$ cat src/rtl/core/lz78_pkg.sv
// ----------------------------------------------------------------------------
// lz78_pkg
// Shared constants, types and helpers for the lz78 encoder.
// ----------------------------------------------------------------------------
package lz78_pkg;

    localparam int DICT_SIZE = 1024;
    localparam int SYM_W     = 8;
    localparam int IDX_W     = 11;
    localparam int ADDR_W    = (DICT_SIZE > 1) ? $clog2(DICT_SIZE) : 1;
    localparam int CNT_W     = $clog2(DICT_SIZE + 1);

    // one dictionary entry: prefix index and the byte that extends it
    typedef struct packed {
        logic [CNT_W-1:0] prefix;
        logic [SYM_W-1:0] symbol;
    } lz78_entry_t;

    // one result item
    typedef struct packed {
        logic [IDX_W-1:0] prefix_index;
        logic [SYM_W-1:0] out_symbol;
        logic [IDX_W-1:0] new_entry;
    } lz78_res_t;

    // index reported on the output, zero-extended or masked to IDX_W bits
    function automatic logic [IDX_W-1:0] to_idx(input logic [CNT_W-1:0] v);
        logic [CNT_W+IDX_W-1:0] wide;
        wide = {{IDX_W{1'b0}}, v};
        return wide[IDX_W-1:0];
    endfunction

endpackage

$ cat src/rtl/core/lz78_seq.sv
// ----------------------------------------------------------------------------
// lz78_seq
// Sequencer: linear dictionary search with one shared entry compare,
// then emit on a miss and append while the dictionary has room.
// ----------------------------------------------------------------------------
module lz78_seq (
    input  logic                        clk,
    input  logic                        rst_n,
    input  logic                        in_valid,
    output logic                        in_ready,
    input  logic [lz78_pkg::SYM_W-1:0]  symbol,
    input  logic                        start_of_message,
    output logic                        res_valid,
    input  logic                        res_ready,
    output lz78_pkg::lz78_res_t         res,
    output logic                        rd_en,
    output logic [lz78_pkg::ADDR_W-1:0] rd_addr,
    input  lz78_pkg::lz78_entry_t       rd_data,
    output logic                        wr_en,
    output logic [lz78_pkg::ADDR_W-1:0] wr_addr,
    output lz78_pkg::lz78_entry_t       wr_data
);
    import lz78_pkg::*;

    localparam logic [1:0] ST_IDLE   = 2'd0;
    localparam logic [1:0] ST_SEARCH = 2'd1;
    localparam logic [1:0] ST_EMIT   = 2'd2;

    logic [1:0]       state_reg, state_next;
    logic [CNT_W-1:0] count_reg, count_next;
    logic [CNT_W-1:0] prefix_reg, prefix_next;
    logic [SYM_W-1:0] sym_reg, sym_next;
    logic [CNT_W-1:0] issue_reg, issue_next;
    logic             cmp_pend_reg, cmp_pend_next;
    logic [CNT_W-1:0] cmp_idx_reg, cmp_idx_next;

    logic hit;
    logic full;

    assign hit  = cmp_pend_reg && (rd_data.prefix == prefix_reg)
                  && (rd_data.symbol == sym_reg);
    assign full = (count_reg == CNT_W'(DICT_SIZE));

    assign in_ready = (state_reg == ST_IDLE);

    always_comb
    begin
        state_next    = state_reg;
        count_next    = count_reg;
        prefix_next   = prefix_reg;
        sym_next      = sym_reg;
        issue_next    = issue_reg;
        cmp_pend_next = 1'b0;
        cmp_idx_next  = cmp_idx_reg;
        rd_en         = 1'b0;
        rd_addr       = issue_reg[ADDR_W-1:0];
        wr_en         = 1'b0;
        wr_addr       = count_reg[ADDR_W-1:0];
        wr_data.prefix = prefix_reg;
        wr_data.symbol = sym_reg;
        res_valid     = 1'b0;
        res.prefix_index = to_idx(prefix_reg);
        res.out_symbol   = sym_reg;
        res.new_entry    = full ? '0 : to_idx(CNT_W'(count_reg + 1'b1));

        case (state_reg)
            ST_IDLE:
            begin
                if (in_valid)
                begin
                    sym_next   = symbol;
                    issue_next = '0;
                    if (start_of_message)
                    begin
                        count_next  = '0;
                        prefix_next = '0;
                    end
                    // empty dictionary misses at once
                    if (start_of_message || count_reg == '0)
                    begin
                        state_next = ST_EMIT;
                    end
                    else
                    begin
                        state_next = ST_SEARCH;
                    end
                end
            end
            ST_SEARCH:
            begin
                if (hit)
                begin
                    prefix_next = cmp_idx_reg;
                    state_next  = ST_IDLE;
                end
                else if (issue_reg < count_reg)
                begin
                    // read entry issue_reg, compared in the next cycle
                    rd_en         = 1'b1;
                    issue_next    = CNT_W'(issue_reg + 1'b1);
                    cmp_pend_next = 1'b1;
                    cmp_idx_next  = CNT_W'(issue_reg + 1'b1);
                end
                else if (!cmp_pend_reg)
                begin
                    state_next = ST_EMIT;
                end
            end
            ST_EMIT:
            begin
                res_valid = 1'b1;
                if (res_ready)
                begin
                    if (!full)
                    begin
                        wr_en      = 1'b1;
                        count_next = CNT_W'(count_reg + 1'b1);
                    end
                    prefix_next = '0;
                    state_next  = ST_IDLE;
                end
            end
            default:
            begin
                state_next = ST_IDLE;
            end
        endcase
    end

    always_ff @(posedge clk or negedge rst_n)
    begin
        if (!rst_n)
        begin
            state_reg    <= ST_IDLE;
            count_reg    <= '0;
            prefix_reg   <= '0;
            cmp_pend_reg <= 1'b0;
        end
        else
        begin
            state_reg    <= state_next;
            count_reg    <= count_next;
            prefix_reg   <= prefix_next;
            cmp_pend_reg <= cmp_pend_next;
        end
    end

    always_ff @(posedge clk)
    begin
        sym_reg     <= sym_next;
        issue_reg   <= issue_next;
        cmp_idx_reg <= cmp_idx_next;
    end

endmodule

$ cat config.mk
export PLATFORM = sky130hd
export DESIGN_NAME = lz78_seq
export DESIGN_NICKNAME = d
export VERILOG_FILES = /design/src/rtl/core/lz78_pkg.sv /design/src/rtl/core/lz78_seq.sv
export SDC_FILE = /design/constraint.sdc
export NUM_CORES = 1
export LEC_CHECK = 0
export BUFFER_PORTS_ARGS = -buffer_cell sky130_fd_sc_hd__buf_2
export CORE_AREA = 2 2 100 102
export DETAILED_ROUTE_END_ITERATION = 10
export DIE_AREA = 0 0 102 104
export GPL_ROUTABILITY_DRIVEN = 1
export HOLD_SLACK_MARGIN = 0.06
export PLACE_DENSITY_LB_ADDON = 0.25
export SYNTH_ARGS = -nofsm -noshare
export SYNTH_HDL_FRONTEND = slang
export SYNTH_SLANG_ARGS = --single-unit
$ cat constraint.sdc
create_clock -name clk -period 6.9 [get_ports clk]
set_input_delay 0.345 -clock clk [delete_from_list [all_inputs] [get_ports clk]]
set_output_delay 0.345 -clock clk [all_outputs]
set_load 0.1 [all_outputs]
==> results.toml, run 1 <==
[status]
outcome = "finished clean"

[layout]
antenna_cells_inserted = 0
layout-area-overhead-vs-synth_pct = 14.1
num-nets-final = 429
layoutNonFillerInstCount = 518
final_layout_size_suffix_gt1_frac = 0.314

[worst_setup_path]
path_class = "register to primary output"
cpMaxStageDelayCell = "sky130_fd_sc_hd__dfrtp_1"
critical_path_buf_inv_count = 3
critical_path.cell_chain = "inv_1, ha_1, a21o_1, a21o_1, a21oi_1, o21ai_0, nor2_1, buf_4, buf_2"
timing.critical_path.to_type = "primary output"
worstPathMaxFanout = 13
path_delay_family = "buffers and inverters"
cpMostUsedCell = "sky130_fd_sc_hd__a21o_1"
setup.worst_path.start_class = "register"
critical_path_required_ns = 6.55
worst_path_largest_cell_delay_ns = 0.47
worstPathArrival_ns = 2.64

[placement]
numPlacedInstances = 509
pre_cts_ws_ns = 4.26
io_buffer_count = 104
gp_congestion = 0.761
post_detailed_placement_half_perimeter_wirelength_um = 5520

[synthesis]
top_cells_by_instance_count_after_synthesis = "sky130_fd_sc_hd__buf_4 (40), sky130_fd_sc_hd__edfxtp_1 (30), sky130_fd_sc_hd__nand2_1 (27)"
synth_cells = 318
synth_adder_area_share = 0.0498
synth_sequential_area_ratio = 0.468
synth_xor_xnor_area_share = 0.0966
ys_types = 37
netlist.area_leader.share = 0.276
yosys-mux-area-fraction = 0.0368
synth_area_leader_cell = "sky130_fd_sc_hd__edfxtp_1"
main_combinational_cell_family_by_area_after_synthesis = "simple AND/OR/NAND/NOR gates"
yosysMostFrequentCell = "sky130_fd_sc_hd__buf_4"
yosys.area_share.simple = 0.146
synth_compound_gate_area_share = 0.0667
async_reset_ff_frac = 0.455
number_of_register_bits_inferred_by_synthesis = 55
synth_fp_nets = 363
synth_area_per_cell_um2 = 10.3
synth_top_cells_by_area = "sky130_fd_sc_hd__edfxtp_1 (28%), sky130_fd_sc_hd__dfrtp_1 (19%), sky130_fd_sc_hd__buf_4 (9.2%), sky130_fd_sc_hd__xnor2_1 (5.6%), sky130_fd_sc_hd__ha_1 (5.0%)"
post_synth_design_cell_area_um2 = 3260
yosysWarningCount = 0
most_used_flip_flop_cell_after_synthesis = "sky130_fd_sc_hd__edfxtp_1"
synth-edff-count = 30

[pwr]
cellPowerDensity_nw_per_um2 = 379
p_leak_nw = 1.85
vdd.ir_drop.worst_v = 0.000202
total_design_power_mw = 1.41

[timing]
skew_ns = 0.0141
setup_viol = 0
post-route-worst-setup-slack_ns = 3.91
tightest_slew_ns = 0.774
setup_total_negative_slack_ns = 0
finalMaxSlewViolations = 0
finalCriticalPeriod_ns = 2.99
rsz0062_at_grt = "false"
timing.fmax_mhz = 335
slew-limit-headroom = 0.483
count_of_final_hold_check_violations = 0
post-route-period-util = 0.433

[detailed_routing]
routed_via_density = 4.55
route.detailed.wl_per_inst_um = 13.8
drt_pass1_iterations = 4
route.vias.total = 2358
antenna_violating_nets_post_route = 0
wl_um = 7170
drt-initial-drc-count = 102
drcViolationCount = 0

[grt]
global_route.usage.total = 0.136
antenna_violations_before_repair = 0
grt_pass1_wl_um = 11300
grt_start_max_net_pins = 26
grt-ovfl-total = 0
grt_pass1_vias = 2214

[floorplanning]
boundaryPins = 105
die-width_um = 102
rows = 36
core_area_um2 = 9550
area_enclosed_by_the_die_boundary_um2 = 10600
starting_density_of_the_core = 0.342
chipHeight_um = 104

[clock_network]
cts-buffers-inserted = 5
clock_tree.buffer_depth = 2
post_cts.repair.setup_buffers = 0
number_of_h_tree_levels = 2
cts_tree = "done"
clockRootBuffer = "sky130_fd_sc_hd__clkbuf_8"
cts.clk_slew.worst_paths_ns = 0.11
clock_sink_count = 55
clock_latency_ns = 0.31

[flow_run]
max_cap_viols = 0

[min_path]
min_path_type = "input port to register"
## cell type report
type                       count  area [µm²]
clock buffer                   5        68.8
clock inverter                 3        28.8
fill                         996        5820
inverter                      25        96.3
multi-input combinational    190        1290
sequential                    55        1530
tap                          133         166
timing repair buffer         107         546
## stage by stage
stage	instance area [µm²]	hold WS, ns	util
floorplan	3260	0.0494	-
global placement	3620	0.405	0.379
detailed placement	3620	0.407	0.379
CTS	3730	0.185	0.390
global route	3730	0.179	0.390
finish	3730	0.202	0.390
## cells in the final DEF, fill, tap and decap left out, drive strengths merged, types with 4 or more instances in the layout
cell type | netlist | routed
clkbuf | 4 | 5
and3 | 5 | 5
dfrtp | 25 | 25
buf | 44 | 106
nor2b | 5 | 5
ha | 13 | 13
xnor2 | 21 | 21
a22o | 4 | 4
and2 | 10 | 10
o21ai | 15 | 15
nand3 | 13 | 13
nor2 | 16 | 16
edfxtp | 30 | 30
nor4 | 4 | 4
a21oi | 6 | 6
nand2 | 27 | 27
nand4 | 6 | 6
mux2i | 12 | 12
xor2 | 15 | 15
inv | 25 | 26
## where the power goes
group | internal (mW) | leakage (nW) | switching (mW)
Clock | 0.0755 | 0.0502 | 0.115
Combinational | 0.136 | 1.17 | 0.617
Sequential | 0.406 | 0.625 | 0.0644
Total | 0.617 | 1.85 | 0.796
## per-layer routing
metal / global-route usage / routed length [µm] / up-vias
met5: 0 / 0 / -
met4: 0.0286 / 47 / 0
met3: 0.0329 / 532 / 6
met2: 0.218 / 3240 / 98
met1: 0.185 / 3350 / 1090
li1: - / - / 1164
## logic make-up after synthesis
group | after synthesis
fa+ha+maj | 13
simple gates | 95
xor+xnor | 36
mux | 12
buf+inv | 73
compound gates | 34
flops | 55
## worst paths after layout
check / from / endpoint / slack [ns] / depth (start not counted)
worst min-delay path: symbol[6] / sym_reg[6] / 0.20 / 1
worst min register to register: cmp_idx_reg[8] / prefix_reg[8] / 0.49 / 2
min in group asynchronous: rst_n / count_reg[10] / 0.58 / 2
worst max-delay path: count_reg[8] / rd_en / 3.91 / 9
max in group asynchronous: rst_n / prefix_reg[6] / 5.91 / 2
worst max register to register: count_reg[8] / issue_reg[3] / 4.28 / 8
## repair_timing
action                                  4_1_cts  5_1_grt
hold buffers                                  1        0
endpoints found under the hold margin        20        0
endpoints found under the setup margin        0        0
gates resized for setup                       0        0
(Power assumes the default switching activity.)
==> run 2, diff against run 1 <==
==> constraint.sdc (replaced) <==
create_clock -name clk -period 2.9 [get_ports clk]
set_input_delay 0.145 -clock clk [delete_from_list [all_inputs] [get_ports clk]]
set_output_delay 0.145 -clock clk [all_outputs]
set_load 0.1 [all_outputs]
==> run 2 against run 1 <==
Sequential share of layout area decreased by 1.6 points. Largest power group unchanged. Highest routed layer unchanged. Power increased by 150%. Combinational power increased by 140%. Critical path depth decreased by 2. Sequential power increased by 140%. Count of clock-buffer cells in the layout unchanged. Sequential cell count unchanged.
==> results.toml, run 2 (synthesis results as in run 1) <==
[min_path]
worst_min_path_start = "in_valid"
min_delay_path_depth = 3
min_path_type = "input port to register"
timing.hold.worst_endpoint = "state_reg[1]"

[pwr]
total_design_power_mw = 3.48
vdd.ir_drop.worst_v = 0.000683
cellPowerDensity_nw_per_um2 = 896
p_leak_nw = 1.93

[worst_setup_path]
critical_path.cell_chain = "inv_1, ha_1, nor2b_1, and4_4, or3_1, inv_4, buf_2"
path_delay_family = "simple AND/OR/NAND/NOR gates"
reg2reg_depth = 8
capture_point_of_the_worst_reg_to_reg_path = "issue_reg[3]"
r2r_setup_slack_ns = 0.52
timing.critical_path.to_type = "primary output"
critical_path_required_ns = 2.76
path_class = "register to primary output"
worstPathMaxFanout = 11
cpMaxStageDelayCell = "sky130_fd_sc_hd__or3_1"
worst_path_largest_cell_delay_ns = 0.51
worstPathArrival_ns = 2.54
critical_path_buf_inv_count = 3
crit_path_start = "count_reg[0]"
setup.worst_path.start_class = "register"
worst_r2r_startpoint = "count_reg[8]"

[detailed_routing]
route.vias.total = 2458
antenna_violating_nets_post_route = 0
drcViolationCount = 0
wl_um = 7490
met3RoutedLength_um = 441
wl_met2_um = 3580
drt_pass1_iterations = 4
route.detailed.wl_per_inst_um = 14.1
met1_length_um = 3410
topRoutingLayerUsed = "met4"
routed_via_density = 4.64
drt-initial-drc-count = 104

[clock_network]
clock_latency_ns = 0.31
clockRootBuffer = "sky130_fd_sc_hd__clkbuf_8"
clock_tree.buffer_depth = 2
cts_tree = "done"
number_of_h_tree_levels = 2
post_cts.repair.setup_buffers = 0
clock_sink_count = 55
cts-buffers-inserted = 5
cts.clk_slew.worst_paths_ns = 0.10

[layout]
antenna_cells_inserted = 0
final_common_cell = "sky130_fd_sc_hd__buf_2"
layout-area-overhead-vs-synth_pct = 18.9
finish.utilization = 0.406
final_layout_size_suffix_gt1_frac = 0.325
layoutNonFillerInstCount = 530
mostFrequentLayoutCells = "sky130_fd_sc_hd__buf_2 (104), sky130_fd_sc_hd__edfxtp_1 (30), sky130_fd_sc_hd__nand2_1 (27)"
num-nets-final = 441

[floorplanning]
die-width_um = 102
rows = 36
boundaryPins = 105
starting_density_of_the_core = 0.342
area_enclosed_by_the_die_boundary_um2 = 10600
chipHeight_um = 104
core_area_um2 = 9550

[timing]
count_of_final_hold_check_violations = 0
rsz0062_at_grt = "false"
finalMaxSlewViolations = 0
tightest_slew_ns = 0.612
finalCriticalPeriod_ns = 2.69
skew_ns = 0.00345
worst_hold_slack_ns = 0.161
timing.fmax_mhz = 372
post-route-worst-setup-slack_ns = 0.211
setup_viol = 0
slew-limit-headroom = 0.592
post-route-period-util = 0.927

[grt]
antenna_violations_before_repair = 0
grt_pass1_vias = 2307
grt_start_max_net_pins = 26
grt_pass1_wl_um = 11700
grt-ovfl-total = 0
global_route.usage.total = 0.141

[flow_run]
max_cap_viols = 0

[placement]
post_detailed_placement_half_perimeter_wirelength_um = 5740
gp_congestion = 0.824
numPlacedInstances = 513
pre_cts_ws_ns = 0.555
io_buffer_count = 104

[status]
outcome = "finished clean"
==> run 2: worst register-to-register path: cells and delay by family (launching register included) <==
kind            cells  cell delay [ns]
compound gates      5             0.96
flops               1             0.46
fa+ha+maj           1             0.31
buf+inv             2             0.37
==> run 2: stage by stage <==
stage | setup TNS (ns) | cell area, µm²
final | 0 | 3880
after global routing | 0 | 3880
after CTS | 0 | 3880
after detailed placement | 0 | 3670
after global placement | 0 | 3670
after floorplan | -0.0283 | 3290
==> run 2: report_power, final <==
group | switching, mW | leakage, nW | internal [mW] | total [mW]
Combinational | 1.49 | 1.24 | 0.351 | 1.84
Sequential | 0.149 | 0.625 | 0.965 | 1.11
Clock | 0.261 | 0.0587 | 0.262 | 0.523
==> run 2: worst max path at each step <==
stage | slack [ns] | cells after the start | to
after floorplan | -0.03 | 6 | res[10]
after global placement | 0.60 | 7 | wr_en
after detailed placement | 0.55 | 7 | wr_en
after CTS | 0.19 | 7 | wr_en
after global routing | 0.04 | 7 | wr_en
final | 0.21 | 7 | wr_en
==> run 2: cell type report <==
| class | instances | area (µm²) |
|---|---|---|
| fillers | 970 | 5670 |
| inverters | 25 | 96.3 |
| clock buffers | 5 | 68.8 |
| clock inverters | 3 | 47.5 |
| multi-input cells | 190 | 1320 |
| flip-flops and latches | 55 | 1530 |
| repair buffers | 119 | 656 |
| well taps | 133 | 166 |
==> run 2: routing by layer <==
metal	up-vias	GRT usage
met5	-	0
met4	0	0.0381
li1	1192	-
met1	1148	0.186
met2	113	0.241
met3	5	0.0202
==> run 2: timing repair <==
action                    CTS  global route
hold endpoints to repair   33             0
resized for setup           0             0
hold buffers                9             0
==> run 3, diff against run 2 <==
--- a/config.mk
+++ b/config.mk
@@ -11,7 +11,7 @@
 export DIE_AREA = 0 0 102 104
 export GPL_ROUTABILITY_DRIVEN = 1
 export HOLD_SLACK_MARGIN = 0.06
-export PLACE_DENSITY_LB_ADDON = 0.25
 export SYNTH_ARGS = -nofsm -noshare
 export SYNTH_HDL_FRONTEND = slang
 export SYNTH_SLANG_ARGS = --single-unit
+export TNS_END_PERCENT = 30
==> run 3 against run 2 <==
Die area unchanged. Register-to-register slack worse by 0.04 ns. Sequential cell count unchanged. Fmax down 0.69%. Routed wire length about the same. Sequential power about the same. Clock power down 9.8%. First-iteration DRC count up 7.7%. Critical endpoint unchanged.
==> results.toml, run 3 (synthesis results as in run 1) <==
[clock_network]
number_of_h_tree_levels = 2
clock_tree.buffer_depth = 2
clock_latency_ns = 0.32
cts.clk_slew.worst_paths_ns = 0.11
clockRootBuffer = "sky130_fd_sc_hd__clkbuf_8"
cts-buffers-inserted = 5
cts.hold.buffers_added = 9
clock_sink_count = 55
post_cts.repair.setup_buffers = 0
cts_tree = "done"
cts_resized = 0

[placement]
io_buffer_count = 104
post_dp_cell_area_um2 = 3640
gp_congestion = 0.874
numPlacedInstances = 511
post_detailed_placement_half_perimeter_wirelength_um = 5640
pre_cts_ws_ns = 0.544

[worst_setup_path]
setup.worst_path.start_class = "register"
worstPathArrival_ns = 2.56
r2r_setup_slack_ns = 0.48
path_delay_family = "simple AND/OR/NAND/NOR gates"
critical_path_buf_inv_count = 3
critical_path.cell_chain = "inv_1, ha_1, nor2b_1, and4_4, or3_1, inv_4, buf_2"
critical_path_required_ns = 2.76
path_class = "register to primary output"
worstPathMaxFanout = 11
timing.critical_path.to_type = "primary output"
worst_path_largest_cell_delay_ns = 0.51
cpMaxStageDelayCell = "sky130_fd_sc_hd__or3_1"

[layout]
final_common_cell = "sky130_fd_sc_hd__buf_2"
layoutNonFillerInstCount = 528
antenna_cells_inserted = 0
mostFrequentLayoutCells = "sky130_fd_sc_hd__buf_2 (104), sky130_fd_sc_hd__edfxtp_1 (30), sky130_fd_sc_hd__nand2_1 (27)"
final_layout_size_suffix_gt1_frac = 0.314
stdcell_area_um2 = 3830
layout-area-overhead-vs-synth_pct = 17.3
num-nets-final = 439

[min_path]
min_path_type = "input port to register"

[grt]
grt_start_max_net_pins = 26
global_route.usage.total = 0.140
grt_pass1_vias = 2325
grt_pass1_wl_um = 11500
antenna_violations_before_repair = 0
grt-ovfl-total = 0

[detailed_routing]
wl_um = 7490
drt-initial-drc-count = 112
drcViolationCount = 0
drt_pass1_iterations = 4
antenna_violating_nets_post_route = 0
route.detailed.wl_per_inst_um = 14.2
route.vias.total = 2410
routed_via_density = 4.56

[timing]
rsz0062_at_grt = "false"
skew_ns = 0.00712
slew-limit-headroom = 0.596
post-route-period-util = 0.934
post-route-worst-setup-slack_ns = 0.193
finalMaxSlewViolations = 0
count_of_final_hold_check_violations = 0
timing.fmax_mhz = 369
finalCriticalPeriod_ns = 2.71
setup_viol = 0
tightest_slew_ns = 0.606

[pwr]
p_leak_nw = 1.89
vdd.ir_drop.worst_v = 0.000718
total_design_power_mw = 3.42
cellPowerDensity_nw_per_um2 = 893

[floorplanning]
core_area_um2 = 9550
chipHeight_um = 104
boundaryPins = 105
rows = 36
starting_density_of_the_core = 0.342
area_enclosed_by_the_die_boundary_um2 = 10600
die-width_um = 102

[flow_run]
max_cap_viols = 0

[status]
outcome = "finished clean"
run 3: final cells by class:
class	instances	area [µm²]
clock buffers	5	68.8
clock inverters	3	28.8
fillers	962	5720
inverters	25	96.3
multi-input cells	190	1300
flip-flops and latches	55	1530
well taps	133	166
repair buffers	117	641
run 3: per-stage QoR:
stage                     setup TNS (ns)  hold WS, ns   util
after floorplan                   -0.470       -0.151      -
after global placement                 0        0.181  0.381
after detailed placement               0        0.191  0.381
after CTS                              0        0.144  0.401
after global routing                   0        0.157  0.401
final                                  0        0.152  0.401
run 3: layer usage:
layer,routed length [µm],GRT usage,vias up
met5,0,0,-
li1,-,-,1184
met1,3380,0.180,1113
met4,46,0.0314,0
met2,3560,0.239,109
met3,505,0.0309,4
run 3: path summary, 6_finish.rpt:
kind / start / endpoint / cells past startpoint
hold reg to reg: cmp_idx_reg[8] / prefix_reg[8] / 2
setup / recovery: count_reg[0] / wr_en / 7
max in group asynchronous: rst_n / count_reg[0] / 2
setup reg to reg: count_reg[8] / issue_reg[2] / 8
hold / removal: in_valid / state_reg[1] / 3
min in group asynchronous: rst_n / prefix_reg[3] / 2
run 3: worst reg2reg max path: stages, from the launching register on:
cell	delay [ns]
sky130_fd_sc_hd__dfrtp_1	0.47
sky130_fd_sc_hd__inv_1	0.12
sky130_fd_sc_hd__ha_1	0.31
sky130_fd_sc_hd__a21o_1	0.19
sky130_fd_sc_hd__a21o_1	0.17
sky130_fd_sc_hd__a21oi_1	0.16
sky130_fd_sc_hd__o21ai_0	0.22
sky130_fd_sc_hd__o21ai_0	0.30
sky130_fd_sc_hd__buf_4	0.21
run 3: power breakdown:
part | total [mW] | leakage [nW] | switching [mW] | internal, mW
registers | 1.12 | 0.625 | 0.155 | 0.965
logic | 1.83 | 1.22 | 1.48 | 0.343
clock network | 0.472 | 0.0511 | 0.289 | 0.183
total | 3.42 | 1.89 | 1.93 | 1.49
